### src/hdl/fpa_pkg.sv
// Package with the types, opcodes and sizes shared by the fixed-point ALU.
package fpa_pkg;

  localparam int FRAC_BITS = 8;
  localparam int DW        = 32;
  localparam int MW        = 2 * DW;
  localparam int NW        = DW + FRAC_BITS;
  localparam int QSTEPS    = NW;

  typedef enum logic [3:0] {
    OP_ADD  = 4'd0,
    OP_SUB  = 4'd1,
    OP_MUL  = 4'd2,
    OP_DIV  = 4'd3,
    OP_EQ   = 4'd4,
    OP_NE   = 4'd5,
    OP_GT   = 4'd6,
    OP_LT   = 4'd7,
    OP_GE   = 4'd8,
    OP_LE   = 4'd9,
    OP_MIN  = 4'd10,
    OP_MAX  = 4'd11,
    OP_INC  = 4'd12,
    OP_DEC  = 4'd13,
    OP_FINT = 4'd14,
    OP_TINT = 4'd15
  } op_t;

  typedef struct packed {
    logic            vld;
    logic            is_div;
    logic            neg;
    logic            dz;
    logic [NW-1:0]   rem;
    logic [NW-1:0]   quo;
    logic [DW-1:0]   dvs;
    logic [DW-1:0]   res;
    logic            flag;
  } cell_t;

endpackage

### src/hdl/fpa_back.sv
// Back stage: rounds and signs the quotient and holds the result beat.
module fpa_back
  import fpa_pkg::*;
(
  input  logic                  clk,
  input  logic                  rst_n,
  input  logic                  en,
  input  cell_t                 cell_i,
  output logic                  vld_o,
  output logic signed [DW-1:0]  res_o,
  output logic                  flag_o
);

  logic          vld_r;
  logic [DW-1:0] res_r, res_nxt;
  logic          flag_r;
  logic [NW:0]   r2;
  logic [NW-1:0] q;

  always_comb begin
    r2 = {cell_i.rem, 1'b0};
    q  = cell_i.quo + NW'(r2 >= {{(NW-DW+1){1'b0}}, cell_i.dvs});
    if (!cell_i.is_div) begin
      res_nxt = cell_i.res;
    end else if (cell_i.dz) begin
      res_nxt = '0;
    end else begin
      res_nxt = cell_i.neg ? DW'(-q[DW-1:0]) : q[DW-1:0];
    end
  end

  always_ff @(posedge clk) begin
    if (!rst_n) begin
      vld_r <= 1'b0;
    end else if (en) begin
      vld_r <= cell_i.vld;
    end
  end

  always_ff @(posedge clk) begin
    if (en) begin
      res_r  <= res_nxt;
      flag_r <= cell_i.flag;
    end
  end

  assign vld_o  = vld_r;
  assign res_o  = res_r;
  assign flag_o = flag_r;

endmodule
### config.mk
export PLATFORM = sky130hd
export DESIGN_NAME = fpa_back
export DESIGN_NICKNAME = d
export VERILOG_FILES = /design/src/hdl/fpa_pkg.sv /design/src/hdl/fpa_back.sv
export SDC_FILE = /design/constraint.sdc
export NUM_CORES = 1
export LEC_CHECK = 0
export BUFFER_PORTS_ARGS = -buffer_cell sky130_fd_sc_hd__buf_2
export CORE_MARGIN = 10
export CORE_UTILIZATION = 50
export DETAILED_ROUTE_END_ITERATION = 10
export HOLD_SLACK_MARGIN = 0.02
export PLACE_DENSITY = 0.82
export SYNTH_ARGS = -nofsm -noshare
export SYNTH_HDL_FRONTEND = slang
export SYNTH_SLANG_ARGS = --single-unit
### constraint.sdc
create_clock -name clk -period 13.5 [get_ports clk]
set_input_delay 1.35 -clock clk [delete_from_list [all_inputs] [get_ports clk]]
set_output_delay 1.35 -clock clk [all_outputs]
set_load 0.005 [all_outputs]
# == Word-level counts from Yosys, hierarchy flattened ==
# Index checks and enable logic that the tools add are counted.
# word_totals
register_bits,34
latchBits,0
ram_bits,0
rom_bits,0
in_bits,152
out_inout_bits,34
word_cells,9
memories,0
# op_classes
n_addsub,2
mul,0
n_div,0
magnitude_cmp,1
eq_ne,0
shifts,0
mux,3
bitwise_logic,0
n_reduce_logical,0
# op_table
cell,n
$mux 32,3
$ge 41x32->1,1
$add 32x1->32,1
$neg 32->32,1

# == Longest topological paths before layout ==
# logic_depth
ltp_word,6
ltp_mapped,22
ltp_nobuf,20

# == Worst setup path before layout ==
# Ideal clock, no wire load.
# synth_timing
path_type,input to register
start,in cell_i[34] (netlist bit)
end,"reg res_r[30] (netlist: res_o[30]), data pin"
setup_time_ps,266
arrival_ps,5418
required_ps,13234
path_slack_ps,7817
cell_stages,21
path_buffers,1
cell_sequence,inv_1 -> ha_1 -> nor2b_1 -> o21a_1 -> o21ai_0 -> a211o_1 -> o21ai_0 -> a31o_2 -> a21oi_1 -> o41ai_1 -> ha_1 -> ha_1 -> buf_2 -> nand4_4 -> nor4_1 -> nand3_1 -> xor2_1 -> o21ai_2 -> or4_4 -> nand4_1 -> or3b_1
# synth_via
elab_chain_cells,6
# synth_lines
element,line_no,rtl
from (decl),fpa_back.sv:8,"input cell_t cell_i,"
$ge 41x32->1 *,fpa_back.sv:22,"q = cell_i.quo + NW'(r2 >= {{(NW-DW+1){1'b0}}, cell_i.dvs});"
$add 32x1->32 *,fpa_back.sv:22,
$neg 32->32,fpa_back.sv:28,res_nxt = cell_i.neg ? DW'(-q[DW-1:0]) : q[DW-1:0];
$mux 32 *,fpa_back.sv:28,
$mux 32 *,fpa_back.sv:25,end else if (cell_i.dz) begin
$mux 32 *,fpa_back.sv:23,if (!cell_i.is_div) begin
via res_nxt[30],fpa_back.sv:15,"logic [DW-1:0] res_r, res_nxt;"
to (signal assigned),fpa_back.sv:42,res_r <= res_nxt;
to (decl),fpa_back.sv:15,
# Mark *: on every way through the listed nets, which the timed path passes. The rest lies on a longest branch.
# A chain may end at the register's enable or synchronous reset.

# == Final worst setup path ==
# Same ends and word-level chain as after synthesis.

==> impl_metrics.py <==
metrics = {
    "power": {
        "powerDensity_nw_per_um2": 69.5,
        "vdd_drop_max_uv": 46.4,
        "p_leak_nw": 2.33,
        "power.total_mw": 0.353,
    },
    "status": {
        "status": "complete, no violations",
    },
    "detailed_routing": {
        "wl_per_cell_um": 17.8,
        "detail_route.wirelength_um": 12900,
        "antenna_left": 0,
        "vias": 4158,
        "drcViolationCount": 0,
        "drtPass1Iterations": 5,
        "drt_iter0_drc": 325,
        "viasPerCell": 5.74,
    },
    "grt": {
        "grt_pass1_vias": 4062,
        "antenna_found_initial": 0,
        "grt_use_total": 0.201,
        "grt_pass1_wl_um": 19900,
        "overflow": 0,
        "grt_max_degree": 36,
    },
    "timing": {
        "slew_violations": 0,
        "finalSetupViolCount": 0,
        "finalSetupTns_ns": 0,
        "fin_crit_ns": 6.32,
        "slew_headroom": 0.427,
        "worst_pin_slew_ns": 0.854,
        "post-route-period-util": 0.468,
        "clock-skew-final_ns": 0,
        "finalHoldViolCount": 0,
        "grt_setup_unrepaired": "false",
        "timing.fmax_mhz": 158,
        "worst_slack_ns": 7.18,
    },
    "clocking": {
        "cts_tree": "built",
        "cts_resized": 0,
        "clk_latency_ns": 0.27,
        "cts.clk_slew.worst_paths_ns": 0.07,
        "cts_root_buf": "clkbuf_8",
        "ctsHoldBuffers": 0,
        "htreeDepth": 2,
        "cts.sinks": 34,
        "clock_path_buffers": 2,
        "cts_setup_buffers": 0,
        "cts_made_buffers": 5,
    },
    "cells_and_area": {
        "fill_cells": 653,
        "drive_above_1_share": 0.338,
        "finalNonFillerCells": 724,
        "num_antenna_cells": 0,
        "nNetsFinal": 807,
        "syn_to_final_growth_pct": 24.9,
    },
    "setup_path": {
        "path_class": "in -> reg",
        "worst-r2r-setup-slack_ns": 12.90,
        "cp_max_fo": 11,
        "critPathLaunch": "cell_i[34]",
        "crit_end": "res_o[30]$_DFFE_PP_",
        "cp.required_ns": 13.53,
        "critPathArrivalTime_ns": 6.35,
        "r2r_end": "vld_o$_SDFFE_PN0P_",
        "cp-end-kind": "flip-flop",
        "reg2reg_from": "vld_o$_SDFFE_PN0P_",
        "cp-start-kind": "input port",
        "r2r_cells": 2,
    },
    "logic_synthesis": {
        "ys_seq_elements": 34,
        "yosysMostFrequentCell": "inv_1",
        "netlist_instances": 460,
        "syn_area_um2": 4060,
        "syn_nets": 646,
        "synth_cell_type_count": 71,
        "avgSynthCellArea_um2": 8.83,
        "yosysWarnings": 0,
        "synthTopCellsByArea": "edfxtp_1 (24%), ha_1 (10%), xor2_1 (7.1%), xnor2_1 (5.4%), a22o_1 (4.3%)",
        "yosysSeqAreaShare": 0.249,
        "yosys-top-cells-count": "inv_1 (37), ha_1 (34), edfxtp_1 (33), xor2_1 (33), nand2_1 (29)",
        "synth_top_cell_area_share": 0.244,
        "async_flop_share": 0,
        "synth_flop_cell": "edfxtp_1",
        "synth_top_area_cell": "edfxtp_1",
        "synth_edf_count": 33,
    },
    "placement": {
        "hpwlAfterDp_um": 11100,
        "portBuffers": 177,
        "pre_cts_ws_ns": 6.95,
        "gp_congestion": 0.902,
        "dpl.cell_count": 716,
    },
    "floorplanning": {
        "die_y_um": 110,
        "die_x_um": 110,
        "rows": 32,
        "die_area_um2": 12100,
        "initial_utilization": 0.520,
        "core-area_um2": 7810,
        "pin_count": 186,
    },
    "min_path": {
        "holdPathStages": 2,
        "hold_path.class": "reg -> reg",
    },
    "run": {
        "drv_cap": 0,
    },
}
flip-flops by register name, summed over array words and instances, names as in the netlist:
signal,cells
res_o,32
vld_o,1
flag_o,1
layout make-up:
type | count | area [µm²] | area share
flip-flops and latches | 34 | 1010 | 0.199
multi-input cells | 364 | 2760 | 0.544
clock inverters | 3 | 68.8 | 0.0136
clock buffers | 5 | 68.8 | 0.0136
well taps | 102 | 128 | 0.0252
repair buffers | 178 | 893 | 0.176
inverters | 38 | 143 | 0.0281
worst min path at each step:
stage,endpoint,slack [ns],startpoint
3_5_place_dp,vld_o$_SDFFE_PN0P_,0.52,vld_o$_SDFFE_PN0P_
6_report,vld_o$_SDFFE_PN0P_,0.53,vld_o$_SDFFE_PN0P_
4_1_cts,vld_o$_SDFFE_PN0P_,0.53,vld_o$_SDFFE_PN0P_
2_1_floorplan,vld_o$_SDFFE_PN0P_,0.51,vld_o$_SDFFE_PN0P_
5_1_grt,vld_o$_SDFFE_PN0P_,0.58,vld_o$_SDFFE_PN0P_
3_3_place_gp,vld_o$_SDFFE_PN0P_,0.49,vld_o$_SDFFE_PN0P_
cells in the final DEF (no fill, tap or decap), drive strengths merged, types with 3 or more instances in the layout:
| cell | netlist | layout |
|---|---|---|
| a22o | 20 | 20 |
| a31oi | 5 | 5 |
| o31ai | 7 | 7 |
| o21ai | 14 | 14 |
| o2bb2ai | 7 | 7 |
| nor2 | 22 | 22 |
| xor2 | 33 | 33 |
| nand3 | 28 | 28 |
| nor2b | 3 | 3 |
| or2 | 5 | 5 |
| o41ai | 10 | 10 |
| xnor2 | 25 | 25 |
| nand2 | 30 | 30 |
| or3 | 3 | 3 |
| inv | 37 | 37 |
| ha | 34 | 34 |
| nor3 | 13 | 13 |
| clkbuf | 14 | 5 |
| a21o | 12 | 12 |
| buf | 10 | 178 |
| nor4 | 14 | 14 |
| edfxtp | 33 | 33 |
| and3 | 8 | 8 |
| a21oi | 13 | 13 |
| mux2i | 4 | 4 |
| nand4 | 19 | 19 |
| and4 | 6 | 6 |
report_power, final:
| part | switching (mW) | internal [mW] |
|---|---|---|
| logic | 0.0606 | 0.0521 |
| registers | 0.00245 | 0.128 |
| clock network | 0.0360 | 0.0739 |
stage by stage:
| stage | cell area, µm² | utilization | hold WS, ns |
|---|---|---|---|
| after global routing | 5070 | 0.650 | 0.580 |
| after floorplan | 4060 | - | 0.507 |
| after global placement | 4930 | 0.632 | 0.491 |
| after detailed placement | 4930 | 0.632 | 0.518 |
| final | 5070 | 0.650 | 0.530 |
| after CTS | 5070 | 0.650 | 0.534 |
metal layers:
metal,GRT usage,vias to the layer above,part of all wire
li1,-,2051,-
met1,0.243,1901,0.40
met2,0.355,186,0.49
met3,0.0348,20,0.080
met4,0.0624,0,0.021
met5,0,-,0
worst max-delay path, stage by stage:
cell	delay, ns
buf_2	0.07
inv_1	0.03
ha_1	0.25
nor2b_1	0.20
o21a_1	0.15
o21ai_0	0.07
a211o_1	0.25
o21ai_0	0.20
a31o_2	0.18
a21oi_1	0.08
o41ai_1	0.26
ha_1	0.28
ha_1	0.36
nand4_4	0.17
nor2_1	0.63
and4_1	0.44
and4_4	0.28
o211ai_4	0.08
or4_4	0.55
nand4_1	0.09
or3b_1	0.35
logic make-up after synthesis:
family	synth area share
muxes	0.0136
buffers and inverters	0.0715
and+or+nand+nor	0.238
DFF	0.249
adders and majority gates	0.105
AOI/OAI and AO/OA	0.198
xor gates and xnor gates	0.125
(Power assumes the default switching activity.)
