`config.mk`:
```
export PLATFORM = sky130hd
export DESIGN_NAME = fpa_front
export DESIGN_NICKNAME = d
export VERILOG_FILES = /design/src/hdl/fpa_pkg.sv /design/src/hdl/fpa_front.sv
export SDC_FILE = /design/constraint.sdc
export NUM_CORES = 2
export LEC_CHECK = 0
export ABC_AREA = 1
export BUFFER_PORTS_ARGS = -buffer_cell sky130_fd_sc_hd__clkbuf_2
export CAP_MARGIN = 20
export CELL_PAD_IN_SITES_DETAIL_PLACEMENT = 0
export CELL_PAD_IN_SITES_GLOBAL_PLACEMENT = 1
export CORE_MARGIN = 4
export CORE_UTILIZATION = 51
export CTS_CLUSTER_SIZE = 25
export DETAILED_ROUTE_END_ITERATION = 7
export PLACE_DENSITY_LB_ADDON = 0.1
export SKIP_LAST_GASP = 1
export SYNTH_ARGS = -nofsm -noshare
export SYNTH_HDL_FRONTEND = slang
export SYNTH_SLANG_ARGS = --single-unit
```
`constraint.sdc`:
```
create_clock -name clk -period 13.8 [get_ports clk]
set_input_delay 0.69 -clock clk [delete_from_list [all_inputs] [get_ports clk]]
set_output_delay 0.69 -clock clk [all_outputs]
set_load 0.03 [all_outputs]
```
`src/hdl/fpa_pkg.sv`:
```
// Package with the types, opcodes and sizes shared by the fixed-point ALU.
package fpa_pkg;

  localparam int FRAC_BITS = 8;
  localparam int DW        = 32;
  localparam int MW        = 2 * DW;
  localparam int NW        = DW + FRAC_BITS;
  localparam int QSTEPS    = NW;

  typedef enum logic [3:0] {
    OP_ADD  = 4'd0,
    OP_SUB  = 4'd1,
    OP_MUL  = 4'd2,
    OP_DIV  = 4'd3,
    OP_EQ   = 4'd4,
    OP_NE   = 4'd5,
    OP_GT   = 4'd6,
    OP_LT   = 4'd7,
    OP_GE   = 4'd8,
    OP_LE   = 4'd9,
    OP_MIN  = 4'd10,
    OP_MAX  = 4'd11,
    OP_INC  = 4'd12,
    OP_DEC  = 4'd13,
    OP_FINT = 4'd14,
    OP_TINT = 4'd15
  } op_t;

  typedef struct packed {
    logic            vld;
    logic            is_div;
    logic            neg;
    logic            dz;
    logic [NW-1:0]   rem;
    logic [NW-1:0]   quo;
    logic [DW-1:0]   dvs;
    logic [DW-1:0]   res;
    logic            flag;
  } cell_t;

endpackage

```
`src/hdl/fpa_front.sv`:
```
// Front stage: decodes the beat, computes every op but division and prepares div.
module fpa_front
  import fpa_pkg::*;
(
  input  logic                 clk,
  input  logic                 rst_n,
  input  logic                 en,
  input  logic                 in_vld,
  input  logic [3:0]           opcode,
  input  logic signed [DW-1:0] a,
  input  logic signed [DW-1:0] b,
  output cell_t                cell_o
);

  cell_t             cell_r, cell_nxt;
  logic [DW-1:0]     ma, mb;
  logic [MW-1:0]     prod;
  logic [MW-1:0]     prnd;
  logic [DW-1:0]     mres;
  logic              neg;

  always_comb begin
    ma   = a[DW-1] ? DW'(-a) : DW'(a);
    mb   = b[DW-1] ? DW'(-b) : DW'(b);
    neg  = a[DW-1] ^ b[DW-1];
    prod = ma * mb;
    prnd = (prod + (MW'(1) << (FRAC_BITS - 1))) >> FRAC_BITS;
    mres = neg ? DW'(-prnd[DW-1:0]) : prnd[DW-1:0];
    cell_nxt        = '0;
    cell_nxt.vld    = in_vld;
    cell_nxt.neg    = neg;
    cell_nxt.dz     = (b == '0);
    cell_nxt.dvs    = mb;
    cell_nxt.quo    = NW'(ma) << FRAC_BITS;
    case (op_t'(opcode))
      OP_ADD:  cell_nxt.res = DW'(a + b);
      OP_SUB:  cell_nxt.res = DW'(a - b);
      OP_MUL:  cell_nxt.res = mres;
      OP_DIV:  cell_nxt.is_div = 1'b1;
      OP_EQ:   cell_nxt.flag = (a == b);
      OP_NE:   cell_nxt.flag = (a != b);
      OP_GT:   cell_nxt.flag = (a > b);
      OP_LT:   cell_nxt.flag = (a < b);
      OP_GE:   cell_nxt.flag = (a >= b);
      OP_LE:   cell_nxt.flag = (a <= b);
      OP_MIN:  cell_nxt.res = (a < b) ? a : b;
      OP_MAX:  cell_nxt.res = (a > b) ? a : b;
      OP_INC:  cell_nxt.res = DW'(a + 1);
      OP_DEC:  cell_nxt.res = DW'(a - 1);
      OP_FINT: cell_nxt.res = DW'(a <<< FRAC_BITS);
      OP_TINT: cell_nxt.res = DW'(a >>> FRAC_BITS);
      default: cell_nxt.res = '0;
    endcase
  end

  always_ff @(posedge clk) begin
    if (!rst_n) begin
      cell_r.vld <= 1'b0;
    end else if (en) begin
      cell_r.vld <= cell_nxt.vld;
    end
  end

  always_ff @(posedge clk) begin
    if (en) begin
      cell_r.is_div <= cell_nxt.is_div;
      cell_r.neg    <= cell_nxt.neg;
      cell_r.dz     <= cell_nxt.dz;
      cell_r.rem    <= cell_nxt.rem;
      cell_r.quo    <= cell_nxt.quo;
      cell_r.dvs    <= cell_nxt.dvs;
      cell_r.res    <= cell_nxt.res;
      cell_r.flag   <= cell_nxt.flag;
    end
  end

  assign cell_o = cell_r;

endmodule

```
# After elaboration in Yosys (flattened, before gate mapping)
# Index checks and enable logic that the tools add are counted.
# totals
latch_bits,0
memories,0
output_inout_bits,149
regBits,101
rom_bits,0
ram_bits,0
# classes
mux,8
n_reduce_logical,2
n_bitwise,1
add_sub_neg,8
n_shift,0
div_mod_pow,0
n_eq_ne,17
mul,1
order_cmp,4
# ops
operator,n
case mux 32 bit (9 select lines),1
two-way mux 32 bit,5
negation 32 bit,3
adder 40 x 8 -> 40 bit (second input constant),1
multiplier 32 x 32 -> 40 bit,1
adder 32 x 2 -> 32 bit (second input constant),1
adder 32 bit,1
== test 32 bit,1
== test 4 bit (second input constant),8
>= comparator 32 bit,1
> comparator 32 bit,1
<= comparator 32 bit,1
logical NOT 32 bit,1
less-than comparator 32 bit,1
!= test 32 bit,1
subtractor 32 x 2 -> 32 bit (second input constant),1
subtractor 32 bit,1
== test 4 x 3 -> 1 bit (second input constant),4
== test 4 x 2 -> 1 bit (second input constant),2
case mux 1 bit (6 select lines),1
== test 4 x 1 -> 1 bit (second input constant),1
logical NOT 4 bit,1
two-way mux 1 bit,1
bitwise XOR 1 bit,1

# Longest topological paths before layout
# logic_depth
depth_word,7
depth_mapped,50
ltp_nobuf,47

# Least setup slack after synthesis
# No wires, ideal clock.
# synth_path
path_type,input -> register
startpoint,input port a[0]
endpoint,"register cell_r, in the netlist cell_o[32], data pin"
stages,44
path_slack_ps,4537
t_arrival_ps,9010
path_buffers,5
path_cell_list,buf_4 -> inv_2 -> buf_4 -> clkbuf_1 -> ha_1 -> nand2_1 -> nor2_1 -> nand2_1 -> xor2_1 -> a21oi_1 -> buf_4 -> inv_1 -> clkbuf_1 -> nor2_1 -> fa_1 -> inv_1 -> fa_1 -> fa_1 -> [... 8 more ...] -> ha_1 -> inv_1 -> o21bai_1 -> a21oi_1 -> o21ai_0 -> a21oi_1 -> nand2_1 -> xor2_1 -> nor2_1 -> nand3_1 -> nor2_1 -> nand3_1 -> nand2_2 -> nand2_1 -> inv_1 -> nand2_1 -> nand3_1 -> nand2_1
# synth_lines
item,line_no,rtl
from (decl),fpa_front.sv:10,"input logic signed [DW-1:0] a,"
to (decl),fpa_front.sv:15,"cell_t cell_r, cell_nxt;"

==> results by group <==
Cells and area
  – Share of cells above drive strength 1: 7.22%
  – Area added between synthesis and finish: 5.57%
  – Final-layout fill cell count: around 6.9k
  – Final net count: 5898
  – Final instance count without filler cells: roughly 5.9k
  – Most common library cell in the layout ignoring fill and taps: nand2_1
  – Finished layout cell area: 37500 µm²
  – Most used cells in the layout excluding fill and tap cells: nand2_1 (1043), inv_1 (984), nor2_1 (717)
  – Max reg flops: ~100

Clock tree
  – Clk Tree Root Cell: clkbuf_16
  – Number of clock sinks: 101
  – Clock tree from TritonCTS: yes
  – Hold buffers post-CTS: 0
  – TritonCTS Buffers: 9
  – Post-CTS resize count: 0
  – Maximum count of clock buffers along a single path: 2
  – Skew-Pair Late Insertion Delay: ~430 ps
  – Post-CTS Setup Bufs: 0
  – Number of levels the H-tree was split into: 3
  – Register clock-pin slew on the reported worst setup and hold paths: 120 ps

Critical path
  – Sort of element at the end of the critical path: flop
  – Worst reg2reg path depth: 2
  – Reg-to-reg critical path endpoint: cell_o[148]
  – Peak fanout along the critical path: 37
  – Worst endpoint required time: 13950 ps
  – CP max stage delay: 770 ps
  – Crit path top cell by count: fa_1
  – Critical path class: input port to flop
  – Minimum setup slack among reg-to-reg paths: 13120 ps
  – CP Data Arrival Time: 11100 ps
  – Worst flop-to-flop path startpoint: cell_o[148]
  – Type of origin of the critical path: input port
  – Crit path max-delay cell type: clkinv_1

Timing
  – RSZ-0062 raised after global routing: false
  – Max transition margin: 25.8%
  – Final hold violations: 0
  – Transition at the pin with the smallest max-transition slack: 1110 ps
  – Sum of negative setup slack: 0 ps
  – Minimum clock period after layout: 10960 ps
  – Largest clock skew in the final design: 0 ps
  – Number of slew-limit violations in the final report: 0
  – Ratio of final minimum period to clock period: 79.4%
  – Maximum operating frequency: 0.0913 GHz
  – Final Setup Violations: 0

Placed design
  – HPWL after detailed placement: roughly 120000 µm
  – Instance area after placement: approximately 37000 µm²
  – Instance count after placement with tap cells included: 5884
  – Routability cong.: 1.04
  – Number of buffer cells added on primary ports: 172

Global routing
  – Largest net degree at the start of global routing: 56
  – Antenna violations before repair: 6
  – Vias in the first global route: about 34k
  – Global-route wire length before repair: 216000 µm
  – Global Route Usage Sum: 39.4%
  – Global-route congestion overflow total: 0

Floorplanning
  – # IOs: about 220
  – Number of placement rows: 96
  – Core outline area: just under 70000 µm²
  – Starting Density: 51.6%
  – Die Footprint: approximately 74000 µm²
  – Die span in x: ~270 µm
  – Vert. Die Dim: about 270 µm

Routing
  – Number of search-and-repair iterations in the first detailed-routing pass: 7
  – Drt total wl: 146000 µm
  – Detailed Route Iter0 Violations: 3503
  – ANT nets after route: 0
  – Remaining DRCs: 0
  – Via density per instance: 5.73
  – Routed length per placed instance: 24.7 µm
  – Via count: 33.8k

Synth
  – Fraction of registers with async set or reset after synthesis: 0%
  – Count of warnings emitted by yosys: 0
  – Post-Synthesis Cell Area: 35500 µm²
  – Simple-gate share of the synthesized area: 25.3%
  – Mux contribution to synthesized area: 0%
  – Fraction of synthesized cell area in xor and xnor cells: 1.46%
  – Adder-cell share of the synthesized area: 43.6%
  – Number of enable flip-flop cells after synthesis: 100
  – Syn avg cell area: around 7.3 µm²
  – Most used DFF post-synth: edfxtp_1
  – Share of the yosys chip area belonging to registers: between 8 and 9%
  – Unique cell type count in the Yosys netlist: 64
  – Gate count after technology mapping: 4876
  – Flip-flop and latch count after synthesis: just over 100
  – Combinational family with the most area after synthesis: adder cells
  – Complex-gate fraction of the synthesized area: 7.65%

Min path
  – Worst Hold Class: input port to flop
  – Worst hold path startpoint: in_vld
  – Instance count along the most critical hold path: 3
  – Hold worst-path end: cell_o[148]

Outcome
  – Status: complete, no violations

Flow run
  – Count of maximum capacitance violations: 0
worst max-delay path by stage:
stage	cells past startpoint	end	slack, ps	start
floorplan	44	cell_o[32]	4540	a[0]
global placement	37	cell_o[32]	2590	a[31]
detailed placement	35	cell_o[22]	2640	a[31]
CTS	38	cell_o[25]	2990	a[31]
global route	43	cell_o[32]	2440	b[0]
finish	43	cell_o[32]	2840	b[0]
worst max-delay path, delay by kind of cell:
kind	cells	cell delay, ps
xor gates and xnor gates	1	380
AOI/OAI and AO/OA	4	690
and+or+nand+nor	18	2730
adders and majority gates	10	4770
buffers and inverters	10	1800
cell type report:
class / count / area (µm²) / area share (%)
multi-input cells: 3611 / 27900 / 74.4
clock buffers: 9 / 225 / 0.601
clock inverters: 7 / 60.1 / 0.160
diodes: 2 / 5.00 / 0.0134
well taps: 931 / 1160 / 3.11
inverters: 1020 / 3830 / 10.2
flip-flops and latches: 101 / 3020 / 8.07
repair buffers: 223 / 1270 / 3.38
logic make-up (layout without fill, tap and decap cells):
logic type / count (synthesis) / after routing
and+or+nand+nor: 2179 / 2179
xor gates and xnor gates: 55 / 55
adders and majority gates: 860 / 860
DFF: 101 / 101
buffers and inverters: 1211 / 1259
AOI/OAI and AO/OA: 469 / 469
other: 1 / 50
per-stage QoR:
| step | utilization [%] | worst slack, ps | hold WS, ps |
|---|---|---|---|
| floorplan | - | 4540 | 655 |
| finish | 54.4 | 2840 | 462 |
| detailed placement | 54.0 | 2640 | 545 |
| CTS | 54.4 | 2990 | 461 |
| global placement | 54.0 | 2590 | 530 |
| global route | 54.4 | 2440 | 489 |
cell usage after synthesis (19+ instances only):
cell         n  area share (%)
nand2_1   1043              11
inv_1      984              10
nor2_1     717             7.6
fa_1       627              35
ha_1       233             8.2
nand3_1    229             3.2
a21oi_1    174             2.5
o21ai_0    147             2.1
clkbuf_1   112             1.2
edfxtp_1   100             8.5
buf_4       55             1.2
nand4_1     48            0.85
nor3_1      32            0.45
nand2_2     31            0.55
xor2_1      31            0.77
o211ai_1    26            0.55
inv_2       19            0.20
xnor2_1     19            0.47
layer usage:
metal  wire (µm)  GRT usage, %  share of wire, %  up-vias
met1       56700          51.8                39    16551
met5          62             0             0.043        -
met4        9490          20.5               6.5       10
met3       14800          8.48                10      437
li1            -             -                 -    14943
met2       64700          61.5                44     1871
Power is left out: the tool's default activity adds up to more than one toggle a clock period on the data nets, which glitch-free logic cannot reach.
