$ cat config.mk
export PLATFORM = sky130hd
export DESIGN_NAME = fpa_cell
export DESIGN_NICKNAME = d
export VERILOG_FILES = /design/src/hdl/fpa_pkg.sv /design/src/hdl/fpa_cell.sv
export SDC_FILE = /design/constraint.sdc
export NUM_CORES = 1
export LEC_CHECK = 0
export BUFFER_PORTS_ARGS = -buffer_cell sky130_fd_sc_hd__buf_2
export CORE_MARGIN = 1
export CORE_UTILIZATION = 43
export DETAILED_ROUTE_END_ITERATION = 6
export HOLD_SLACK_MARGIN = 0.1
export PLACE_DENSITY_LB_ADDON = 0.15
export SLEW_MARGIN = 5
export SYNTH_ARGS = -nofsm -noshare
export SYNTH_HDL_FRONTEND = slang
export SYNTH_SLANG_ARGS = --single-unit
$ cat constraint.sdc
create_clock -name clk -period 3.3 [get_ports clk]
set_clock_uncertainty 0.1 [all_clocks]
set_input_delay 0.495 -clock clk [delete_from_list [all_inputs] [get_ports clk]]
set_output_delay 0.495 -clock clk [all_outputs]
set_load 0.02 [all_outputs]
$ cat src/hdl/fpa_pkg.sv
// Package with the types, opcodes and sizes shared by the fixed-point ALU.
package fpa_pkg;

  localparam int FRAC_BITS = 8;
  localparam int DW        = 32;
  localparam int MW        = 2 * DW;
  localparam int NW        = DW + FRAC_BITS;
  localparam int QSTEPS    = NW;

  typedef enum logic [3:0] {
    OP_ADD  = 4'd0,
    OP_SUB  = 4'd1,
    OP_MUL  = 4'd2,
    OP_DIV  = 4'd3,
    OP_EQ   = 4'd4,
    OP_NE   = 4'd5,
    OP_GT   = 4'd6,
    OP_LT   = 4'd7,
    OP_GE   = 4'd8,
    OP_LE   = 4'd9,
    OP_MIN  = 4'd10,
    OP_MAX  = 4'd11,
    OP_INC  = 4'd12,
    OP_DEC  = 4'd13,
    OP_FINT = 4'd14,
    OP_TINT = 4'd15
  } op_t;

  typedef struct packed {
    logic            vld;
    logic            is_div;
    logic            neg;
    logic            dz;
    logic [NW-1:0]   rem;
    logic [NW-1:0]   quo;
    logic [DW-1:0]   dvs;
    logic [DW-1:0]   res;
    logic            flag;
  } cell_t;

endpackage

$ cat src/hdl/fpa_cell.sv
// One restoring-division cell: retires one quotient bit and passes the beat on.
module fpa_cell
  import fpa_pkg::*;
(
  input  logic  clk,
  input  logic  rst_n,
  input  logic  en,
  input  cell_t cell_i,
  output cell_t cell_o
);

  cell_t         cell_r, cell_nxt;
  logic [NW:0]   trial;
  logic [NW-1:0] shl;

  always_comb begin
    cell_nxt = cell_i;
    shl      = {cell_i.rem[NW-2:0], cell_i.quo[NW-1]};
    trial    = {1'b0, shl} - {{(NW-DW+1){1'b0}}, cell_i.dvs};
    cell_nxt.quo = {cell_i.quo[NW-2:0], ~trial[NW]};
    cell_nxt.rem = trial[NW] ? shl : trial[NW-1:0];
  end

  always_ff @(posedge clk) begin
    if (!rst_n) begin
      cell_r.vld <= 1'b0;
    end else if (en) begin
      cell_r.vld <= cell_nxt.vld;
    end
  end

  always_ff @(posedge clk) begin
    if (en) begin
      cell_r.is_div <= cell_nxt.is_div;
      cell_r.neg    <= cell_nxt.neg;
      cell_r.dz     <= cell_nxt.dz;
      cell_r.rem    <= cell_nxt.rem;
      cell_r.quo    <= cell_nxt.quo;
      cell_r.dvs    <= cell_nxt.dvs;
      cell_r.res    <= cell_nxt.res;
      cell_r.flag   <= cell_nxt.flag;
    end
  end

  assign cell_o = cell_r;

endmodule

# Word level (Yosys, flattened, before mapping)
# Cells that the tools add are included.
classes:
  bitwise_logic: 1
  addsub: 1
  mux: 1
op_table:
  columns: ["op", "n"]
  rows:
  - ["$sub 40x32->41", 1]
  - ["$mux 40", 1]
  - ["$not 1->1", 1]
word_totals:
  out_inout_bits: 149
  wordCells: 12
  reg_bits: 149
  inputBits: 152

# Depth between registers and ports, before layout
# Gate-level depths: netlist of the first run.
logic_depth:
  word_depth: 2
  ltp_mapped: 14
  ltp_nobuf: 12

# Worst setup path before layout of the first run
# No wires, ideal clock.
synth_path:
  path_type: "input -> register"
  startpoint: "input port cell_i[104] in the netlist's numbering"
  endpoint: "register cell_r (netlist bit cell_o[142]), data pin"
  t_arrival_ps: 2971
  setup_ps: 267
  cell_stages: 13
  setup_slack_ps: -38
  required_ps: 2933
  cell_sequence: "inv_1 ha_1 fa_1 nand2b_1 a21oi_2 o2111a_2 o21ai_2 a41oi_4 a211oi_2 buf_6 or4_4 a311oi_2 xor2_1"
synth_rtl:
  columns: ["element", "line_no", "source"]
  rows:
  - ["start, declared", "fpa_cell.sv:8", "input cell_t cell_i,"]
  - ["end, declared", "fpa_cell.sv:12", "cell_t cell_r, cell_nxt;"]

==> results.cfg, run 1 <==
[status]
status = finished clean

[timing]
slew_headroom_pct = 64.6
worstMarginPinSlew_ps = 531
hold_violations = 0
maxSlewViolCount = 0
finalSetupTns_ps = 0
timing.final.crit_share_pct = 96.2
timing.fmax_mhz = 315
setup_viol = 0
period_minus_slack_ps = 3170

[grt]
overflow = 0
antenna_found_initial = 3
grt_pass1_vias = 5252
grt_pass1_wl_mm = 26.4
grt_max_degree = 69
grtUsageTotal_pct = 21.6

[synth]
synthesis.area_um2 = 6810
synth.distinct_cells = 52
syn_area_per_cell_um2 = 13.0
ys_async_sr_fraction_pct = 0
synth_nets = 710
synth_seq_cells = 149
synth_edf_count = 148
yosys_most_used_dff = edfxtp_1
yosysWarnings = 0
syn_inst = 525
seq_area_frac_synth_pct = 65.6

[hold_path]
hp-class = in -> reg

[cells_and_area]
final_common_cell = buf_2
largest_register_ffs = 149
fin_area_um2 = 9460
final_cell_mix = buf_2, edfxtp_1, nand2_1, inv_1, o21ai_0
drive_above_1_share_pct = 43.5
final_nets = 1055
syn_to_final_growth_pct = 38.9

[route]
drt_wl_total_mm = 17.8
drc = 0
drtIter0Drc = 258
dr.pass1.iters = 7
ant_nets = 0
num_vias = 5298
drt-vias-per-instance = 4.84
wl_per_cell_um = 16.2

[setup_path]
r2r_slack_ps = 2620
end_kind = register
cp_max_fo = 4
critPathLaunchType = primary input
worst-endpoint-arrival_ps = 3240
crit_type = in -> reg
critical_path_required_ps = 3360

[floorplanning]
initial_utilization_pct = 44.5
row_count = 45
fp.dieH_um = 128
dieArea_um2 = 16300
dieWidth_um = 128
pin_count = 301
core_um2 = 15300

[clocking]
path_clk_slew_ps = 70
cts_tree = built
cts_setup_buffers = 0
clock_sinks = 149
cts-root-buf = clkbuf_16
cts_buffers = 17
htreeDepth = 4
clock_path_buffers = 2
clk_latency_ps = 420

[placed_design]
dpl.hpwl_mm = 13.8
post_dp_cell_area_um2 = 8840
place_congestion = 0.854
port_buffers = 299

[pwr]
ir_drop_v = 0.000364
total_power_mw = 5.38
p_leak_nw = 4.18
powerDensity_nw_per_um2 = 569

[job]
drv_cap = 0
final timing paths:
kind                                 start                        to  cells after the start
hold / removal                  cell_i[77]      cell_o[78]$_DFFE_PP_                      1
setup reg to reg  cell_o[148]$_SDFFE_PN0P_  cell_o[148]$_SDFFE_PN0P_                      2
hold reg to reg   cell_o[148]$_SDFFE_PN0P_  cell_o[148]$_SDFFE_PN0P_                      2
setup / recovery                cell_i[36]     cell_o[142]$_DFFE_PP_                     13
timing repair:
item / in CTS / in global routing
endpoints found under the setup margin: 0 / 3
resized for setup: 0 / 4
hold buffers: 0 / 0
kinds of logic after synthesis:
logic type,after synthesis,share of synthesized area (%)
buffers and inverters,53,3.05
AOI/OAI and AO/OA,129,11.8
muxes,4,0.625
adders and majority gates,33,6.18
and+or+nand+nor,123,8.42
DFF,149,65.6
xor gates and xnor gates,34,4.37
through the flow:
stage	worst slack (ps)	hold WS, ps	utilization [%]	cells
floorplan	1.74	489	-	525
global placement	-205	391	57.8	1062
detailed placement	-254	415	57.8	1062
CTS	194	120	61.6	1094
global route	-7.77	115	61.7	1095
finish	126	139	61.7	1095
Yosys cell counts, drive strengths merged (3+ instances only):
cell      n  share of area, %
clkbuf    7              0.39
nand4     4              0.37
a21oi    40               3.0
ha       32               5.9
or2       3              0.28
o31ai     3              0.33
edfxtp  148                65
o211ai    6              0.74
nor2b     7              0.64
o21ai    46               3.5
xnor2    21               2.7
inv      44               2.4
nand2    57               3.2
a21o     10               1.1
a31oi     8              0.74
xor2     13               1.7
and2      3              0.28
nand2b    9              0.83
o21bai    3              0.33
nor2     21               1.2
nor3      9              0.66
report_power, final:
part	total, mW	switching [mW]	internal [mW]
Clock	1.96	0.823	1.13
Combinational	1.07	0.659	0.411
Sequential	2.35	0.0434	2.31
final cells by class:
type,count,area (um2)
Fill cell,1259,5860
Sequential cell,149,4460
Multi-Input combinational cell,323,2170
Timing Repair Buffer,335,1800
Clock buffer,17,425
Tap cell,211,264
Clock inverter,15,166
Inverter,44,165
Antenna cell,1,2.50
critical path: stages:
cell	delay, ps
buf_2	90
inv_1	40
ha_1	330
a21o_1	190
a21oi_1	270
a2111oi_2	120
buf_4	150
o211ai_1	220
o211ai_1	220
a221oi_1	510
o21ai_2	170
a311oi_2	320
xor2_1	110
metal layers:
| layer | GRT usage, % | vias to the layer above | wire length (um) |
|---|---|---|---|
| met5 | 0 | - | 27 |
| met4 | 9.00 | 4 | 371 |
| met3 | 7.51 | 31 | 1430 |
| met2 | 37.5 | 180 | 8820 |
| met1 | 24.0 | 2459 | 7110 |
| li1 | - | 2624 | - |
Power figures use the tool's default switching activity.
==> run 2: changes to the inputs <==
--- a/config.mk
+++ b/config.mk
@@ -7,7 +7,7 @@
 export LEC_CHECK = 0
 export BUFFER_PORTS_ARGS = -buffer_cell sky130_fd_sc_hd__buf_2
 export CORE_MARGIN = 1
-export CORE_UTILIZATION = 43
+export CORE_UTILIZATION = 40
 export DETAILED_ROUTE_END_ITERATION = 6
 export HOLD_SLACK_MARGIN = 0.1
 export PLACE_DENSITY_LB_ADDON = 0.15
==> results.cfg, run 2 (same netlist as run 1, synthesis figures left out) <==
[route]
ant_nets = 0
num_vias = 5338
drt-vias-per-instance = 4.84
dr.pass1.iters = 4
drc = 0
drt_wl_total_mm = 18.0
wl_per_cell_um = 16.3
drtIter0Drc = 244

[floorplanning]
initial_utilization_pct = 41.1
row_count = 47
fp.dieH_um = 132
pin_count = 301
dieWidth_um = 132
dieArea_um2 = 17500
core_um2 = 16600

[setup_path]
critical_path_required_ps = 3350
reg2reg_to = cell_o[148]$_SDFFE_PN0P_
cp_slowest_cell = a2111oi_1
critPathLaunchType = primary input
crit_family = compound AO/OA/AOI/OAI gates
critPathMostFrequentCell = o211ai_1
crit_buf_inv = 2
cp_cell_sequence = buf_2 > inv_1 > ha_1 > nor2b_1 > o2111ai_1 > a2111oi_1 > o211ai_1 > o211ai_1 > a41oi_1 > o211ai_1 > nor3_1 > xor2_1
r2r_start = cell_o[148]$_SDFFE_PN0P_
crit_type = in -> reg
r2r_slack_ps = 2610
cp_max_fo = 3
worst-endpoint-arrival_ps = 3130
end_kind = register
r2r_cells = 2
slowest_delay_ps = 450

[grt]
grt_max_degree = 60
overflow = 0
grt_pass1_vias = 5366
grtUsageTotal_pct = 20.7
grt_pass1_wl_mm = 27.9
antenna_found_initial = 2

[clocking]
htreeDepth = 4
clock_sinks = 149
clock_path_buffers = 2
cts_hold_buf = 0
cts-root-buf = clkbuf_16
cts_tree = built
clk_latency_ps = 410
cts_buffers = 17
path_clk_slew_ps = 70

[timing]
slew_headroom_pct = 70.1
timing.fmax_mhz = 325
worstMarginPinSlew_ps = 443
maxSlewViolCount = 0
timing.final.crit_share_pct = 93.4
hold_violations = 0
setup_viol = 0
period_minus_slack_ps = 3080
rsz0062_at_grt = no

[pwr]
p_leak_nw = 4.15
total_power_mw = 5.29
powerDensity_nw_per_um2 = 561
ir_drop_v = 0.000335

[cells_and_area]
largest_register_ffs = 149
seq_area_um2 = 4460
layoutNonFillerInstCount = 1102
num-fill-cells = 1456
multiInputGateArea_um2 = 2150
drive_above_1_share_pct = 43.1
final_nets = 1053
postLayoutCoreUtil_pct = 56.8
final_common_cell = buf_2
final_cell_mix = buf_2, edfxtp_1, nand2_1, inv_1, o21ai_0
fin_area_um2 = 9420
syn_to_final_growth_pct = 38.3

[placed_design]
dpl.hpwl_mm = 14.1
place_congestion = 0.852
port_buffers = 299
post_dp_cell_area_um2 = 8840
dp_cells = 1069

[hold_path]
whs_path_depth = 1
hold_end = cell_o[77]$_DFFE_PP_
min-delay-start = cell_i[76]
hp-class = in -> reg

[job]
drv_cap = 0

[status]
status = finished clean
-- run 2: final cells by class --
| class | count | area share, % |
|---|---|---|
| clock inverter | 14 | 1.51 |
| antenna | 1 | 0.0266 |
| inverter | 44 | 1.75 |
| clock buffer | 18 | 4.56 |
| multi-input combinational | 323 | 22.9 |
| tap | 220 | 2.92 |
| timing repair buffer | 333 | 18.9 |
| sequential | 149 | 47.4 |
-- run 2: repair_timing --
item / in CTS / in global routing
resized for setup: 0 / 1
setup buffers: 0 / 0
endpoints found under the setup margin: 0 / 1
hold endpoints to repair: 0 / 0
-- run 2: worst max-delay path by stage --
| stage | from | endpoint | slack [ps] | cells past startpoint |
|---|---|---|---|---|
| final | cell_i[34] | cell_o[144]$_DFFE_PP_ | 220 | 12 |
| after global routing | cell_i[34] | cell_o[144]$_DFFE_PP_ | 6 | 12 |
| after CTS | cell_i[34] | cell_o[144]$_DFFE_PP_ | 230 | 12 |
| after detailed placement | cell_i[34] | cell_o[144]$_DFFE_PP_ | -280 | 12 |
| after global placement | cell_i[34] | cell_o[140]$_DFFE_PP_ | -130 | 12 |
| after floorplan | cell_i[104] | cell_o[142]$_DFFE_PP_ | 2 | 13 |
-- run 2: power breakdown --
group	internal [mW]	switching, mW	total, mW	leakage [nW]
Combinational	0.409	0.655	1.06	2.42
Sequential	2.31	0.0438	2.35	1.46
Clock	1.06	0.811	1.87	0.276
Total	3.78	1.51	5.29	4.15
-- run 2: stage by stage --
stage / TNS [ps] / setup slack, ps / hold WS, ps
final: 0 / 219 / 154
after global routing: 0 / 5.98 / 133
after CTS: 0 / 227 / 135
after detailed placement: -1460 / -284 / 418
after global placement: -553 / -128 / 407
after floorplan: 0 / 1.74 / 489
-- run 2: routing by layer --
layer | track usage (%) | routed length (um) | vias to the layer above | share of wire, %
met4 | 7.09 | 318 | 2 | 1.8
met1 | 25.4 | 7460 | 2504 | 42
met2 | 35.5 | 8990 | 188 | 50
met3 | 5.40 | 1190 | 22 | 6.6
li1 | - | - | 2622 | -
met5 | 0 | 13 | - | 0.072
